===== src/rtl/spt_pkg.sv =====
// ----------------------------------------------------------------------------
// spt_pkg
// Shared constants, types and helpers of the star point translate/rotate block.
// ----------------------------------------------------------------------------
package spt_pkg;

   localparam int STAR_COUNT    = 8192;
   localparam int VIEW_DISTANCE = 100;
   localparam int STAR_ADDR_W   = $clog2(STAR_COUNT);
   localparam int FRAC_BITS     = 14;

   // Number of register stages from the translated position to the result.
   localparam int LINE_DEPTH    = 19;
   // Stages after the rotation chain needed to line up with the brightness.
   localparam int ROT_PAD       = 13;
   localparam int SQRT_STAGES   = 12;
   localparam int DIV_STAGES    = 4;

   // Brightness numerator: VIEW_DISTANCE * 255 * 2^13.
   localparam logic [29:0] BRIGHT_NUM = 30'(VIEW_DISTANCE * 255 * 8192);
   // Respawn threshold on the squared distance: (100 * 2^14)^2.
   localparam logic [47:0] RESPAWN_SQ = 48'd2684354560000;

   localparam logic KIND_LOAD    = 1'b0;
   localparam logic KIND_ADVANCE = 1'b1;

   localparam logic [2:0] REG_MOVE_X = 3'd0;
   localparam logic [2:0] REG_MOVE_Y = 3'd1;
   localparam logic [2:0] REG_MOVE_Z = 3'd2;
   localparam logic [2:0] REG_ROT_X  = 3'd3;
   localparam logic [2:0] REG_ROT_Y  = 3'd4;
   localparam logic [2:0] REG_ROT_Z  = 3'd5;

   localparam logic [31:0] ROT_RESET = 32'h4000_0000;

   typedef struct packed {
      logic               valid;
      logic               kind;
      logic [12:0]        idx;
      logic signed [7:0]  nx;
      logic signed [7:0]  ny;
      logic signed [7:0]  nz;
      logic signed [23:0] dx;
      logic signed [23:0] dy;
      logic signed [23:0] dz;
   } stage_type;

   typedef struct packed {
      logic signed [23:0] x;
      logic signed [23:0] y;
      logic signed [23:0] z;
   } vec_type;

   function automatic logic signed [23:0] sat24(input logic signed [31:0] v);
      logic signed [23:0] r;
      if (v > 32'sd8388607) begin
         r = 24'sd8388607;
      end else if (v < -32'sd8388608) begin
         r = -24'sd8388608;
      end else begin
         r = v[23:0];
      end
      return r;
   endfunction

endpackage


===== src/rtl/spt_rot.sv =====
// ----------------------------------------------------------------------------
// spt_rot
// One plane rotation with Q1.14 cosine/sine, two stages: products, then
// rounded and saturated sums.
// ----------------------------------------------------------------------------
module spt_rot import spt_pkg::*; (
   input  logic               clock,
   input  logic               en,
   input  logic signed [23:0] a,
   input  logic signed [23:0] b,
   input  logic [31:0]        pair,
   output logic signed [23:0] a_rot,
   output logic signed [23:0] b_rot
);

   logic signed [15:0] cos_v;
   logic signed [15:0] sin_v;
   logic signed [39:0] ac_ff, bs_ff, bc_ff, as_ff;
   logic signed [40:0] ta, tb;
   logic signed [40:0] qa, qb;
   logic signed [23:0] a_ff, b_ff;

   assign cos_v = signed'(pair[31:16]);
   assign sin_v = signed'(pair[15:0]);

   always_ff @(posedge clock) begin
      if (en) begin
         ac_ff <= a * cos_v;
         bs_ff <= b * sin_v;
         bc_ff <= b * cos_v;
         as_ff <= a * sin_v;
      end
   end

   // Round to nearest with ties upward: add half, then floor by the shift.
   assign ta = 41'(ac_ff) - 41'(bs_ff) + 41'sd8192;
   assign tb = 41'(bc_ff) + 41'(as_ff) + 41'sd8192;
   assign qa = ta >>> FRAC_BITS;
   assign qb = tb >>> FRAC_BITS;

   always_ff @(posedge clock) begin
      if (en) begin
         a_ff <= sat24(32'(qa));
         b_ff <= sat24(32'(qb));
      end
   end

   assign a_rot = a_ff;
   assign b_rot = b_ff;

endmodule


===== config.mk =====
export PLATFORM = sky130hd
export DESIGN_NAME = spt_rot
export DESIGN_NICKNAME = d
export VERILOG_FILES = /design/src/rtl/spt_pkg.sv /design/src/rtl/spt_rot.sv
export SDC_FILE = /design/constraint.sdc
export NUM_CORES = 2
export LEC_CHECK = 0
export BUFFER_PORTS_ARGS = -buffer_cell sky130_fd_sc_hd__buf_2
export CAP_MARGIN = 20
export CORE_UTILIZATION = 65
export DETAILED_ROUTE_END_ITERATION = 7
export GPL_ROUTABILITY_DRIVEN = 0
export PLACE_DENSITY = 0.92
export SLEW_MARGIN = 0
export SYNTH_ARGS = -nofsm -noshare
export SYNTH_HDL_FRONTEND = slang
export SYNTH_SLANG_ARGS = --single-unit

===== constraint.sdc =====
create_clock -name clock -period 8.1 [get_ports clock]
set_input_delay 0.405 -clock clock [delete_from_list [all_inputs] [get_ports clock]]
set_output_delay 0.405 -clock clock [all_outputs]
set_load 0.01 [all_outputs]

# Word-level counts from Yosys, hierarchy flattened

Index checks and enable logic that the tools add are counted.

Flip-flop bits (word level): 208

Add/subtract/negate cells: 4
Multiply operators: 4
$lt $le $gt $ge: 4
Muxes and demuxes: 2

Operator list:

| kind                   | count |
|---|---|
| $mul 24x16->40         | 4 |
| $add 41x15->41 const B | 2 |
| $gt 27x24->1 const B   | 2 |
| $lt 27x24->1 const B   | 2 |
| $mux 24                | 2 |
| $add 40x40->41         | 1 |
| $sub 40x40->41         | 1 |

# Depth between registers and ports, before layout

Depth after elaboration: 4
Mapped depth: 26
Gate-level depth less buffers: 25

# Worst setup path after synthesis

Ideal clock, no wire load.

Kind: input to register
Start: input port pair[17]
End: register ac_ff[39] (data pin)
Data arrival time: 6.488 ns
Required time: 7.840 ns
Path slack: 1.352 ns
Cell stages on the path: 25
Path buffers: 2
Path through: clkbuf_1 -> clkbuf_1 -> nand2_1 -> fa_1 -> inv_1 -> fa_1 -> inv_1 -> fa_1 -> inv_1 -> fa_1 -> fa_1 -> inv_1 -> fa_1 -> inv_1 -> ha_1 -> and3_1 -> a221o_1 -> a31oi_2 -> a211oi_1 -> or2_1 -> a221oi_2 -> o21ai_2 -> a211o_1 -> a21oi_1 -> xnor2_1

Word-level cells in the longest chain between the ends: 1

RTL lines:

| what                 | line          | text |
|---|---|---|
| from (decl)          | spt_rot.sv:11 | `input logic [31:0] pair,` |
| $mul 24x16->40       | spt_rot.sv:28 | `ac_ff <= a * cos_v;` |
| to (signal assigned) | spt_rot.sv:28 |  |
| to (decl)            | spt_rot.sv:18 | `logic signed [39:0] ac_ff, bs_ff, bc_ff, as_ff;` |

No other way between the ends.
A chain may end at the register's enable or synchronous reset.

# Final worst setup path

Start: input port pair[1]
End: register bs_ff[28] (data pin)

Word-level cells in the longest chain between the ends: 1

RTL lines:

| what                 | line          | text |
|---|---|---|
| $mul 24x16->40       | spt_rot.sv:29 | `bs_ff <= b * sin_v;` |
| to (signal assigned) | spt_rot.sv:29 |  |
| to (decl)            | spt_rot.sv:18 |  |

No other way between the ends.

==> metrics <==
CP startpoint pair[1]; Worst-path clk slew 60 ps; max-cap violation count 0; first-pass GRT wire length 285000 um; met3 Use GR 8.771%; all-layer global routing usage 35.63%; worst min path class in2reg; synthesized area 66020 um2; post-synth net total 9223; Clock Sinks 208; later-pin clock latency in the skew report 640 ps; DRC Markers 3; Mapped Cells 7099; clock tree root buffer cell clkbuf_16; die span in y 320.7 um; R2R Path End b_rot[12]$_SDFFCE_PN1P_; worst rel slew slack 15.90%; post-synth top area share 45.36%; final cycle utilization of the critical path 90.91%; TNS Setup 0 ps; vias in the first global route 56477; CP Data Required Time 8430 ps; asr flop ratio synth 0%; port bufs 129; Reg2Reg Launch Point as_ff[2]$_DFFE_PP_; DRT Pass-1 Iters 8; Hold Startpoint en; setup bufs post-CTS 0; average cell area after synthesis 9.300 um2; hold buffer count at cts 0; CP Max Fanout 27; Yosys cell types 74; Final nets 9142; First DRT Iteration DRCs 4964; worst setup path class in2reg; clock buffer depth 3; CTS tree built; core box area 100300 um2; area of the die 102800 um2; placed wire-length estimate 134900 um; CP arrival 7700 ps; Final Hold Viols 0; failing checks design-rule violations; layout cell share with drive strength beyond 1 4.007%; # setup viols final 0; Layout fillers 6727; post-synth top area cell fa_1; gr busiest metal met2; wire per inst 20.86 um; Max Fclk 135.8 MHz; met2 Use GR 56.58%; Crit. End Element flop; top_reg_cell synth edfxtp_1; gr ovfl total 0; synth warn 0; hold-critical path endpoint b_rot[12]$_SDFFCE_PN1P_; outcome complete, but fails checks; DR vias/cell 5.959; initial cell density of the core 65.83%; DIE WIDTH 320.7 um; clk_skew 31.86 ps; Total Wirelength 175200 um; antenna viol nets, final 0; cell with the most instances after synthesis inv_1; met1 track demand over resource 42.28%; hold_ws 390.4 ps; RSZ-0062 raised after global routing no; H-tree level count 1; Slew @ Worst Pin 1261 ps; Synth top cells by count inv_1 (1793), fa_1 (1496), nand2_1 (920); largest net degree at the start of global routing 144; hold path depth 1; initial antenna violation count 12; top post-synthesis cells by area fa_1 (45%), ha_1 (10%), inv_1 (10%); Layout area overhead 4.071%; Reg2Reg Setup Slack 3400 ps; total clock buffers created by CTS 26; IO Pins 130; post-synthesis register bit count 208; # rows 116; routed via count 50050; Slew Viols, Final 0; fin crit period 7364 ps; reg2reg path depth 12; EDFF count, synth 208; sequential share of the synthesized area 9.461%; Worst Setup Start Kind input pin; CTS resizes 0
[cells in the final DEF (no fill, tap or decap), drive strengths merged, types with 22 or more instances in the layout]
cell type,netlist,routed
clkbuf,307,33
o21bai,37,37
xor2,58,58
a21o,105,105
nand2,920,920
o21ai,89,89
and3,24,24
a21oi,159,159
and2,602,602
o21a,24,24
nand3,41,41
nor2b,23,23
a31oi,22,22
inv,1793,1794
nor3,42,42
ha,546,546
fa,1496,1496
o22ai,22,22
nand2b,43,43
a211oi,32,32
edfxtp,208,208
xnor2,145,145
buf,14,209
nor2,194,194
[worst max-delay path: stages]
cell and delay [ps]:
buf_2 500, buf_4 430, nand2_1 140, fa_1 540
fa_1 520, fa_1 550, inv_1 70, fa_1 510
fa_1 510, inv_1 50, fa_1 470, inv_1 40
ha_1 330, nand3_1 200, nor3_1 80, a211oi_1 420
o211ai_1 250, a21oi_1 360, o21ai_0 200, buf_4 210
o211ai_1 300, nand2_1 120, a21oi_1 460
[cell families (layout without fill, tap and decap cells)]
family          after synthesis  in the layout  synth area share [%]
simple gates               1939           1939                 14.03
compound gates              589            589                 5.972
other cells                   0              5                     0
xor+xnor                    203            203                 2.693
flops                       208            208                 9.461
fa+ha+maj                  2042           2042                 55.71
buf+inv                    2114           2052                 12.07
mux                           4              4               0.06065
[how the worst max path moves through the flow]
stage	end
after global routing	as_ff[38]$_DFFE_PP_
final	bs_ff[28]$_DFFE_PP_
after global placement	ac_ff[39]$_DFFE_PP_
after floorplan	ac_ff[39]$_DFFE_PP_
after detailed placement	bc_ff[38]$_DFFE_PP_
after CTS	bc_ff[38]$_DFFE_PP_
[metrics by stage]
stage / worst slack (ps) / cell area [um2] / instances / util (%)
global route: 644.8 / 68700 / 8397 / 68.50
finish: 736.2 / 68710 / 8399 / 68.51
CTS: 1057 / 68670 / 8392 / 68.47
global placement: 646.4 / 67840 / 8345 / 67.64
detailed placement: 430.9 / 67840 / 8345 / 67.64
floorplan: 1352 / 66020 / 7099 / -
[state kept, by name, indices dropped and copies added (netlist names)]
register	count
ac_ff	40
as_ff	40
bs_ff	40
a_rot	24
bc_ff	40
b_rot	24
[area by class of cell]
class,count,area [um2],share of cell area (%)
clock buffers,31,690.7,1.005
clock inverters,16,145.1,0.2112
repair buffers,212,1383,2.012
diodes,5,12.51,0.01821
inverters,1793,6730,9.796
flip-flops and latches,208,6246,9.091
well taps,1357,1698,2.471
multi-input cells,4777,51800,75.40
[per-layer routing]
layer	part of all wire [%]	vias up
met5	0.14	-
met4	8.8	16
met3	12	1030
met2	46	3400
met1	33	24718
li1	-	20886
Power is left out: the tool's default activity adds up to more than one toggle a clock period on the data nets, which glitch-free logic cannot reach.
