$ cat src/rtl/spt_pkg.sv
// ----------------------------------------------------------------------------
// spt_pkg
// Shared constants, types and helpers of the star point translate/rotate block.
// ----------------------------------------------------------------------------
package spt_pkg;

   localparam int STAR_COUNT    = 8192;
   localparam int VIEW_DISTANCE = 100;
   localparam int STAR_ADDR_W   = $clog2(STAR_COUNT);
   localparam int FRAC_BITS     = 14;

   // Number of register stages from the translated position to the result.
   localparam int LINE_DEPTH    = 19;
   // Stages after the rotation chain needed to line up with the brightness.
   localparam int ROT_PAD       = 13;
   localparam int SQRT_STAGES   = 12;
   localparam int DIV_STAGES    = 4;

   // Brightness numerator: VIEW_DISTANCE * 255 * 2^13.
   localparam logic [29:0] BRIGHT_NUM = 30'(VIEW_DISTANCE * 255 * 8192);
   // Respawn threshold on the squared distance: (100 * 2^14)^2.
   localparam logic [47:0] RESPAWN_SQ = 48'd2684354560000;

   localparam logic KIND_LOAD    = 1'b0;
   localparam logic KIND_ADVANCE = 1'b1;

   localparam logic [2:0] REG_MOVE_X = 3'd0;
   localparam logic [2:0] REG_MOVE_Y = 3'd1;
   localparam logic [2:0] REG_MOVE_Z = 3'd2;
   localparam logic [2:0] REG_ROT_X  = 3'd3;
   localparam logic [2:0] REG_ROT_Y  = 3'd4;
   localparam logic [2:0] REG_ROT_Z  = 3'd5;

   localparam logic [31:0] ROT_RESET = 32'h4000_0000;

   typedef struct packed {
      logic               valid;
      logic               kind;
      logic [12:0]        idx;
      logic signed [7:0]  nx;
      logic signed [7:0]  ny;
      logic signed [7:0]  nz;
      logic signed [23:0] dx;
      logic signed [23:0] dy;
      logic signed [23:0] dz;
   } stage_type;

   typedef struct packed {
      logic signed [23:0] x;
      logic signed [23:0] y;
      logic signed [23:0] z;
   } vec_type;

   function automatic logic signed [23:0] sat24(input logic signed [31:0] v);
      logic signed [23:0] r;
      if (v > 32'sd8388607) begin
         r = 24'sd8388607;
      end else if (v < -32'sd8388608) begin
         r = -24'sd8388608;
      end else begin
         r = v[23:0];
      end
      return r;
   endfunction

endpackage

$ cat src/rtl/spt_bright.sv
// ----------------------------------------------------------------------------
// spt_bright
// Brightness divider: saturation check, then two quotient bits per stage.
// ----------------------------------------------------------------------------
module spt_bright import spt_pkg::*; (
   input  logic        clock,
   input  logic        en,
   input  logic [23:0] root,
   input  logic        respawn,
   output logic [7:0]  bright,
   output logic        respawn_dly
);

   function automatic logic [30:0] div_step(input logic [29:0] rem,
                                            input logic [31:0] dv);
      logic [30:0] res;
      if ({2'b0, rem} >= dv) begin
         res = {1'b1, rem - dv[29:0]};
      end else begin
         res = {1'b0, rem};
      end
      return res;
   endfunction

   logic [23:0] d_ff   [DIV_STAGES+1];
   logic [29:0] rem_ff [DIV_STAGES+1];
   logic [7:0]  q_ff   [DIV_STAGES+1];
   logic        sat_ff [DIV_STAGES+1];
   logic        flag_ff[DIV_STAGES+1];
   logic        sat_in;

   // The quotient only fits in eight bits when 256 * d exceeds the numerator.
   assign sat_in = (root == '0) || ({root, 8'b0} <= {2'b0, BRIGHT_NUM});

   always_ff @(posedge clock) begin
      if (en) begin
         d_ff[0]    <= root;
         rem_ff[0]  <= BRIGHT_NUM;
         q_ff[0]    <= '0;
         sat_ff[0]  <= sat_in;
         flag_ff[0] <= respawn;
      end
   end

   for (genvar k = 1; k <= DIV_STAGES; k++) begin : g_div
      logic [30:0] s1, s2;
      logic [7:0]  q_in;
      assign s1 = div_step(rem_ff[k-1], {8'b0, d_ff[k-1]} << (9 - 2 * k));
      assign s2 = div_step(s1[29:0], {8'b0, d_ff[k-1]} << (8 - 2 * k));
      always_comb begin
         q_in = q_ff[k-1];
         q_in[9-2*k] = s1[30];
         q_in[8-2*k] = s2[30];
      end
      always_ff @(posedge clock) begin
         if (en) begin
            d_ff[k]    <= d_ff[k-1];
            rem_ff[k]  <= s2[29:0];
            q_ff[k]    <= q_in;
            sat_ff[k]  <= sat_ff[k-1];
            flag_ff[k] <= flag_ff[k-1];
         end
      end
   end

   assign bright      = sat_ff[DIV_STAGES] ? 8'hFF : q_ff[DIV_STAGES];
   assign respawn_dly = flag_ff[DIV_STAGES];

endmodule

$ cat config.mk
export PLATFORM = sky130hd
export DESIGN_NAME = spt_bright
export DESIGN_NICKNAME = d
export VERILOG_FILES = /design/src/rtl/spt_pkg.sv /design/src/rtl/spt_bright.sv
export SDC_FILE = /design/constraint.sdc
export NUM_CORES = 1
export LEC_CHECK = 0
export ABC_CLOCK_PERIOD_IN_PS = 16200
export BUFFER_PORTS_ARGS = -buffer_cell sky130_fd_sc_hd__buf_2
export CORE_ASPECT_RATIO = 1.2
export CORE_MARGIN = 4
export CORE_UTILIZATION = 45
export CTS_CLUSTER_DIAMETER = 120
export CTS_CLUSTER_SIZE = 14
export DETAILED_ROUTE_END_ITERATION = 16
export GPL_TIMING_DRIVEN = 1
export PLACE_DENSITY_LB_ADDON = 0.2
export SYNTH_ARGS = -nofsm -noshare
export SYNTH_HDL_FRONTEND = slang
export SYNTH_SLANG_ARGS = --single-unit
$ cat constraint.sdc
create_clock -name clock -period 16.2 [get_ports clock]
set_input_delay 3.24 -clock clock [delete_from_list [all_inputs] [get_ports clock]]
set_output_delay 3.24 -clock clock [all_outputs]
set_load 0.1 [all_outputs]
# Yosys cells after proc, flatten, opt, wreduce, memory -nomap -nowiden
# Memories as Yosys holds them, arrays and structs flattened.
# Cells that the tools add are included.
# Widths: inputs -> output; s select.
[totals]
register_bits = 0
latchBits = 0
ram_bits = 320
rom_bits = 0
input_bits = 27
output_inout_bits = 9
elab_cells = 35
memories = 5
[memory_table]
columns = ["name", "depth", "word_bits", "rd", "rd_clocked_by_memory_dff", "write_ports", "line_no", "rtl"]
rows = [
  ["rem_ff", 5, 30, 4, 0, 5, "spt_bright.sv:26", "logic [29:0] rem_ff [DIV_STAGES+1];"],
  ["d_ff", 5, 24, 4, 0, 5, "spt_bright.sv:25", "logic [23:0] d_ff [DIV_STAGES+1];"],
  ["q_ff", 5, 8, 5, 0, 5, "spt_bright.sv:27", "logic [7:0] q_ff [DIV_STAGES+1];"],
  ["flag_ff", 5, 1, 5, 0, 5, "spt_bright.sv:29", "logic flag_ff[DIV_STAGES+1];"],
  ["sat_ff", 5, 1, 5, 0, 5, "spt_bright.sv:28", "logic sat_ff [DIV_STAGES+1];"],
]
[op_classes]
n_addsub = 8
n_mul = 0
div_mod_pow = 0
n_lt_le_gt_ge = 9
n_eq_ne = 0
n_shift = 0
mux = 11
bitwise = 0
n_reduce_logical = 2
[ops]
columns = ["op", "n"]
rows = [
  ["$mux 31", 8],
  ["$sub 30x30->30", 2],
  ["$le 32x28->1 const B", 1],
  ["$ge 30x31->1", 1],
  ["$ge 30x24->1", 1],
  ["$ge 30x25->1", 1],
  ["$ge 30x26->1", 1],
  ["$ge 30x27->1", 1],
  ["$ge 30x28->1", 1],
  ["$ge 30x29->1", 1],
  ["$ge 30x30->1", 1],
  ["$sub 30x24->30", 1],
  ["$sub 30x25->30", 1],
  ["$sub 30x26->30", 1],
  ["$sub 30x27->30", 1],
  ["$sub 30x28->30", 1],
  ["$sub 30x29->30", 1],
  ["$logic_not 24->1", 1],
  ["$mux 8", 1],
  ["$mux 1", 2],
  ["$logic_or 1x1->1", 1],
]

# Logic depth before layout (Yosys ltp)
# Gate-level depths: netlist of run 1.
[depth]
depth_word = 4
mapped_depth = 25
mapped_depth_nobuf = 22

# Worst setup path before layout of run 1
# No wires, ideal clock.
[synth_timing]
path_kind = "flip-flop to flip-flop"
startpoint = "mem d_ff[2][1] (netlist: d_ff[0][49])"
endpoint = "mem rem_ff[3][21] (netlist: rem_ff[0][111]) (data pin)"
setup_time_ns = 0.260
arrival_time_ns = 5.395
t_required_ns = 15.940
slack_ns = 10.545
path_stages_with_launch = 23
n_path_buf = 4
period_less_slack_ns = 5.655
cell_sequence = "edfxtp_1 > inv_1 > ha_1 > nor2b_1 > o31a_1 > o31ai_1 > a2111oi_2 > a211oi_2 > buf_2 > clkbuf_1 > o21ai_0 > ha_1 > or3_1 > o2111ai_1 > a31oi_1 > a21boi_1 > o21bai_1 > a311o_1 > nor3b_2 > and2_1 > buf_6 > buf_6 > mux2_4"
[synth_rtl]
columns = ["element", "line_no"]
rows = [
  ["start, declared", "spt_bright.sv:25"],
  ["end, declared", "spt_bright.sv:26"],
]

==> results of run 1 <==
## layout make-up
| type | instances | share of cell area, % |
|---|---|---|
| clock buffer | 18 | 2.573 |
| timing repair buffer | 44 | 1.436 |
| inverter | 147 | 3.152 |
| tap | 468 | 3.345 |
| sequential | 204 | 34.99 |
| clock inverter | 2 | 0.1429 |
| multi-input combinational | 1333 | 54.36 |
## metrics by stage
step,power [µW],cells,hold WS [ps]
global placement,2949,2196,400.5
finish,3378,2216,412.5
detailed placement,2975,2196,404.5
global route,3671,2216,426.1
floorplan,2537,1720,400.3
CTS,3379,2216,413.7
## power by group through the flow
stage | Clock (µW) | Combinational, µW | Sequential (µW)
6_report | 382 | 2150 | 843
2_1_floorplan | 0 | 1720 | 818
3_3_place_gp | 0 | 2100 | 853
3_5_place_dp | 0 | 2120 | 854
5_1_grt | 418 | 2400 | 854
4_1_cts | 398 | 2140 | 843
## synth_stat cells (all sizes together), types with 12 or more instances
master | count | area share, %
buf | 12 | 0.45
a31oi | 19 | 0.73
and3 | 15 | 0.57
xnor2 | 89 | 4.8
xor2 | 47 | 2.5
nand3 | 54 | 1.7
edfxtp | 204 | 37
nand2b | 16 | 0.61
a21oi | 152 | 4.7
mux2 | 65 | 4.6
ha | 165 | 13
a211oi | 12 | 0.58
nor3 | 36 | 1.1
and2 | 16 | 0.63
nand2 | 123 | 2.8
clkbuf | 24 | 0.55
inv | 146 | 3.4
a21o | 61 | 2.8
nand4 | 17 | 0.69
o21a | 29 | 1.3
o21bai | 12 | 0.57
nor2 | 114 | 2.6
o21ai | 124 | 3.8
nor2b | 23 | 0.88
## cell families (layout without fill, tap and decap cells)
logic type	Yosys count	count (layout)	synth area share (%)
fa+ha+maj	168	168	13.00
simple gates	468	468	14.06
flops	204	204	37.49
compound gates	489	489	18.83
xor+xnor	136	136	7.289
mux	71	71	4.938
other cells	1	1	0.02295
buf+inv	183	211	4.379
## worst register-to-register path: cells and delay by family, from the launching register on
family / cells / cell delay (ps)
multiplexers: 2 / 820
AND/OR/NAND/NOR: 3 / 1230
buffers and inverters: 3 / 770
flip-flops: 1 / 410
AO/OA/AOI/OAI: 11 / 2960
adder cells (fa/ha/maj): 2 / 600
## registers in the layout, summed over array words and instances (netlist names)
| register | count |
|---|---|
| q_ff | 20 |
| sat_ff | 5 |
| rem_ff | 78 |
| flag_ff | 5 |
| d_ff | 96 |
## worst min-delay path by stage
stage | start | end | slack [ps] | depth (start not counted)
after floorplan | flag_ff[0][0] | flag_ff[0][1] | 400 | 0
after global placement | q_ff[0][31] | q_ff[0][39] | 400 | 0
after detailed placement | flag_ff[0][2] | flag_ff[0][3] | 400 | 0
after CTS | q_ff[0][22] | q_ff[0][30] | 410 | 0
after global routing | q_ff[0][30] | q_ff[0][38] | 430 | 0
final | q_ff[0][23] | q_ff[0][31] | 410 | 0
## per-layer routing
layer	vias to the layer above	global-route usage [%]	wire, µm
met5	-	0	0
met4	0	6.106	1043
met3	62	1.488	999
met2	218	34.67	18960
met1	5794	22.54	16410
li1	6368	-	-
==> results.tsv, run 1 <==
stage	metric	value	unit
outcome	status	finished clean	
sta	Final Setup Violations	0	
floorplanning	Die Wd	182.0	µm
drt	via count	12440	
sta	fmax	141.8	MHz
finish	most frequent cells in the layout	edfxtp_1 (204), ha_1 (165), a21oi_1 (151)	
critical_path	RR Startpoint	d_ff[0][49]	
finish	layout cells sized above 1	8.696	%
sta	crit share post-route	43.54	%
drt	DR pass1 iterations	5	
sta	final hold vios	0	
floorplanning	die area	39440	µm²
clocking	postcts setup bufs	0	
pwr	maximum ir drop on the vdd rail	0.07511	mV
floorplanning	core box area	35850	µm²
yosys	Post-synth EDFFs	204	
critical_path	Worst path max stage delay	880	ps
critical_path	reg-to-reg setup timing slack	9150	ps
finish	Synth-to-Final Area Change	7.135	%
global_route	total gr overflow	0	
global_route	initial antenna violation count	0	
sta	RSZ-0062 raised after global routing	no	
global_route	vias in the first global route	12410	
clocking	CTS tree	built	
pwr	P per Cell Area	192.9	nW/µm²
drt	Residual DRC	0	
floorplanning	Top Ports	36	
clocking	Max clock buf depth	3	
sta	Setup TNS	0	ps
sta	worst slew pin tran	1091	ps
yosys	sequential-to-total area share from yosys stat	37.49	%
critical_path	CP Cell Sequence	inv_1 -> ha_1 -> nor2b_1 -> o31a_1 -> o31ai_1 -> a2111oi_2 -> a211oi_4 -> buf_4 -> mux2_2 -> ha_1 -> o21a_1 -> o31a_1 -> o2111ai_1 -> a31oi_1 -> a21boi_1 -> o21bai_1 -> a311o_1 -> nor3b_2 -> buf_4 -> and2_1 -> mux2_1	
yosys	Syn Inst Count	1720	
flow_run	Max-cap violations	0	
pwr	Pleak	0.007236	µW
critical_path	Worst Setup EP	rem_ff[0][110]	
critical_path	CP endpoint kind	flop	
drt	WL/cell	16.89	µm
critical_path	Stages on worst setup path	21	
yosys	Synth Net Count	1915	
clocking	Clock Latency Late Sink	520	ps
sta	minimum clock period	7053	ps
drt	Via density	5.615	
place	pre-CTS setup slack	9240	ps
clocking	# hold bufs at CTS	0	
critical_path	CP max FO	40	
clocking	CTS sink count	204	
pwr	Sw Share	42.87	%
pwr	combinational fraction of design power	63.7	%
pwr	Int Pwr	1930	µW
finish	Sequential Area	6126	µm²
place	Post-DP HPWL	29680	µm
sta	Final Skew	26.34	ps
yosys	number of synthesized register bits	204	
clocking	H-tree depth	1	
clocking	Clock transition at path regs	70	ps
clocking	cts repair resizes	0	
sta	fin worst setup slack	9147	ps
yosys	FFs w/ async S/R, synth	0	%
finish	antenna cell count	0	
finish	finished layout cell area	17510	µm²
clocking	Num CTS Buffers	18	
global_route	first-pass GRT wire length	61150	µm
floorplanning	Cell Rows	76	
critical_path	Reg2Reg Depth	21	
worst_hold_path	worst min-delay path category	reg -> reg	
yosys	Top FF cell, synth	edfxtp_1	
critical_path	CP required	16440	ps
place	port bufs	35	
drt	final WL	37420	µm
drt	DRT iter0 DRCs	559	
sta	max_slew headroom	27.28	%
critical_path	WP data arrival	7290	ps
finish	commonest non-fill, non-tap cell in the layout	edfxtp_1	
critical_path	crit start category	flop	
global_route	largest net degree at the start of global routing	98	
critical_path	worst path buffer plus inverter count	3	
global_route	overall routing resource usage	18.58	%
critical_path	Crit path max-delay family	compound AO/OA/AOI/OAI gates	
place	DP Area	17030	µm²
yosys	Synth Cell Area	16340	µm²
drt	ANT nets after route	0	
pwr	clock share of power	11.3	%
finish	fin nets	1943	
place	Placer Congestion	0.9329	
clocking	Clock Tree Root	clkbuf_16	
critical_path	WS Path Type	reg -> reg	
floorplanning	Initial Util	45.58	%
yosys	Yosys cell types	82	
pwr	share of power burned in registers	25.0	%
finish	Util after Layout	48.84	%
pwr	Net Sw Power	1448	µW
floorplanning	Die H	216.8	µm
finish	multi-input logic area	9518	µm²
critical_path	CP max stage cell	and2_1	
finish	Fill cells	3318	
yosys	Syn Area/Cell	9.501	µm²
yosys	Synth warnings	0	
sta	Final Max Tran Viols	0	
critical_path	R2R Path End	rem_ff[0][110]	
critical_path	beginning of the critical path	d_ff[0][49]	
No activity file was read; power rests on OpenSTA's default activity.
==> inputs of run 2 (changes only) <==
--- a/config.mk
+++ b/config.mk
@@ -5,7 +5,7 @@
 export SDC_FILE = /design/constraint.sdc
 export NUM_CORES = 1
 export LEC_CHECK = 0
-export ABC_CLOCK_PERIOD_IN_PS = 16200
+export ABC_CLOCK_PERIOD_IN_PS = 6030
 export BUFFER_PORTS_ARGS = -buffer_cell sky130_fd_sc_hd__buf_2
 export CORE_ASPECT_RATIO = 1.2
 export CORE_MARGIN = 4
==> constraint.sdc (replaced) <==
create_clock -name clock -period 6.03 [get_ports clock]
set_input_delay 1.206 -clock clock [delete_from_list [all_inputs] [get_ports clock]]
set_output_delay 1.206 -clock clock [all_outputs]
set_load 0.1 [all_outputs]
==> run 2 against run 1 <==
  * Power grew to 2.8 times the previous value
  * Register-to-register slack lost 8900 ps
  * Highest routed layer unchanged
  * First-iteration DRC count shrank 5.7%
  * Utilization grew 0.96 points
  * Clock power grew to 2.7 times the previous value
  * Via count grew 1.7%
==> results.tsv, run 2 (same netlist as run 1, synthesis figures left out) <==
stage	metric	value	unit	change
outcome	status	finished clean		unchanged
clocking	Clock transition at path regs	70	ps	about the same
place	port bufs	35		unchanged
floorplanning	Die H	216.8	µm	unchanged
drt	WL/cell	16.85	µm	was 16.89 µm
critical_path	worst path buffer plus inverter count	3		unchanged
critical_path	CP Cell Sequence	inv_1 -> ha_1 -> nand4_2 -> or4b_1 -> a2111oi_2 -> a211oi_4 -> inv_2 -> buf_4 -> mux2_2 -> ha_1 -> a21o_1 -> nor3_1 -> nand3_1 -> or4b_2 -> a31oi_1 -> or3_1 -> a21boi_2 -> mux2i_1 -> o2111ai_1 -> mux2_4		was inv_1 -> ha_1 -> nor2b_1 -> o31a_1 -> o31ai_1 -> a2111oi_2 -> a211oi_4 -> buf_4 -> mux2_2 -> ha_1 -> o21a_1 -> o31a_1 -> o2111ai_1 -> a31oi_1 -> a21boi_1 -> o21bai_1 -> a311o_1 -> nor3b_2 -> buf_4 -> and2_1 -> mux2_1
floorplanning	die area	39440	µm²	unchanged
sta	Final Max Tran Viols	0		unchanged
finish	Biggest register	d_ff		unchanged
finish	Post-Layout Cell Count	2251		was 2216
finish	max reg flops	96		unchanged
clocking	Clock Tree Root	clkbuf_16		unchanged
drt	via count	12650		was 12440
finish	Sequential Area	6126	µm²	unchanged
finish	layout cells sized above 1	10.94	%	was 8.696%
finish	multi-input logic area	9553	µm²	was 9518 µm²
sta	Final Setup Violations	0		unchanged
floorplanning	Die Wd	182.0	µm	unchanged
global_route	overall routing resource usage	18.72	%	was 18.58%
critical_path	crit start category	flop		unchanged
sta	crit share post-route	96.12	%	was 43.54%
finish	fin nets	1978		was 1943
finish	Synth-to-Final Area Change	9.241	%	was 7.135%
critical_path	CP max stage cell	or4b_1		was and2_1
critical_path	WP data arrival	6040	ps	was 7290 ps
sta	worst slew pin tran	758.5	ps	was 1091 ps
sta	max_slew headroom	49.44	%	was 27.28%
floorplanning	Cell Rows	76		unchanged
floorplanning	Top Ports	36		unchanged
drt	DR pass1 iterations	5		unchanged
floorplanning	core box area	35850	µm²	unchanged
drt	Residual DRC	0		unchanged
finish	most frequent cells in the layout	edfxtp_1 (204), ha_1 (164), a21oi_1 (150)		was edfxtp_1 (204), ha_1 (165), a21oi_1 (151)
place	Post-DP HPWL	30370	µm	was 29680 µm
clocking	Num CTS Buffers	18		unchanged
clocking	CTS tree	built		unchanged
global_route	first-pass GRT wire length	61190	µm	was 61150 µm
sta	fmax	172.5	MHz	was 141.8 MHz
finish	Fill cells	3270		was 3318
floorplanning	Initial Util	45.58	%	unchanged
critical_path	CP required	6280	ps	was 16440 ps
pwr	maximum ir drop on the vdd rail	0.2330	mV	was 0.07511 mV
drt	DRT iter0 DRCs	527		was 559
sta	final hold vios	0		unchanged
critical_path	Worst path max stage delay	560	ps	was 880 ps
sta	minimum clock period	5796	ps	was 7053 ps
critical_path	CP endpoint kind	flop		unchanged
place	Placer Congestion	0.9484		was 0.9329
place	Post-Place Cells	2230		was 2196
critical_path	cell mode on critical path	ha_1		
drt	Via density	5.621		was 5.615
global_route	largest net degree at the start of global routing	95		was 98
critical_path	Crit path max-delay family	simple AND/OR/NAND/NOR gates		was compound AO/OA/AOI/OAI gates
sta	Setup TNS	0	ps	unchanged
clocking	CTS sink count	204		unchanged
pwr	P per Cell Area	521.3	nW/µm²	was 192.9 nW/µm²
clocking	Max clock buf depth	3		unchanged
sta	hold_ws	414.7	ps	was 412.5 ps
clocking	Clock Latency Late Sink	500	ps	was 520 ps
drt	final WL	37920	µm	was 37420 µm
global_route	total gr overflow	0		unchanged
flow_run	Max-cap violations	0		unchanged
finish	commonest non-fill, non-tap cell in the layout	edfxtp_1		unchanged
worst_hold_path	worst min-delay path category	reg -> reg		unchanged
global_route	initial antenna violation count	0		unchanged
finish	Regs by FF count	d_ff x96, rem_ff x78, q_ff x20		unchanged
sta	Final Skew	16.59	ps	was 26.34 ps
critical_path	WS Path Type	reg -> reg		unchanged
critical_path	CP max FO	8		was 40
critical_path	reg-to-reg setup timing slack	230	ps	was 9150 ps
drt	ANT nets after route	0		unchanged
finish	antenna cell count	0		unchanged
pwr	Pleak	0.007423	µW	was 0.007236 µW
sta	RSZ-0062 raised after global routing	no		unchanged
global_route	vias in the first global route	12460		was 12410
clocking	H-tree depth	1		unchanged
## run 2: area by class of cell
| type | instances | area share (%) |
|---|---|---|
| timing repair buffer | 79 | 3.091 |
| clock inverter | 1 | 0.04906 |
| clock buffer | 19 | 2.663 |
| inverter | 147 | 3.091 |
| multi-input combinational | 1333 | 53.51 |
| sequential | 204 | 34.31 |
| tap | 468 | 3.280 |
## run 2: worst reg2reg max path, cell delays in order, from the launching register on
cell,delay [ps]
edfxtp_1,350
inv_1,80
ha_1,440
nand4_2,210
or4b_1,560
a2111oi_2,460
a211oi_4,120
inv_2,90
buf_4,180
mux2_2,390
ha_1,350
a21o_1,220
nor3_1,220
nand3_1,150
or4b_2,260
a31oi_1,110
or3_1,430
a21boi_2,250
mux2i_1,230
o2111ai_1,160
mux2_4,290
## run 2: path summary, 6_finish.rpt
kind | start | end | depth (start not counted)
worst max-delay path | d_ff[0][69] | rem_ff[0][113] | 20
worst min-delay path | sat_ff[0][2] | sat_ff[0][3] | 0
worst max register to register | d_ff[0][69] | rem_ff[0][113] | 20
worst min register to register | sat_ff[0][2] | sat_ff[0][3] | 0
## run 2: through the flow
| step | total power [µW] | utilization, % | area (µm²) | setup slack (ps) |
|---|---|---|---|---|
| floorplan | 6815 | - | 16340 | 374.8 |
| global placement | 8102 | 48.33 | 17330 | 159.4 |
| detailed placement | 8171 | 48.33 | 17330 | 131.9 |
| CTS | 9267 | 49.68 | 17810 | 102.5 |
| global route | 10050 | 49.80 | 17850 | 1.721 |
| finish | 9307 | 49.80 | 17850 | 233.8 |
## run 2: routing by layer
layer	vias up	global-route usage (%)	wire length, µm
met5	-	0	0
met2	248	34.55	19050
met1	5876	22.31	16340
li1	6443	-	-
met4	0	7.858	1611
met3	85	1.538	925
## run 2: report_power, final
| group | switching (µW) | total, µW | internal, µW |
|---|---|---|---|
| Sequential | 200 | 2260 | 2060 |
| Combinational | 3280 | 6000 | 2730 |
| Clock | 483 | 1040 | 557 |
| Total | 3960 | 9310 | 5350 |
## run 2: repair_timing
action / in CTS / in global routing
setup endpoints to repair: 0 / 52
hold buffers: 0 / 0
setup buffers: 0 / 1
gates resized for setup: 0 / 12
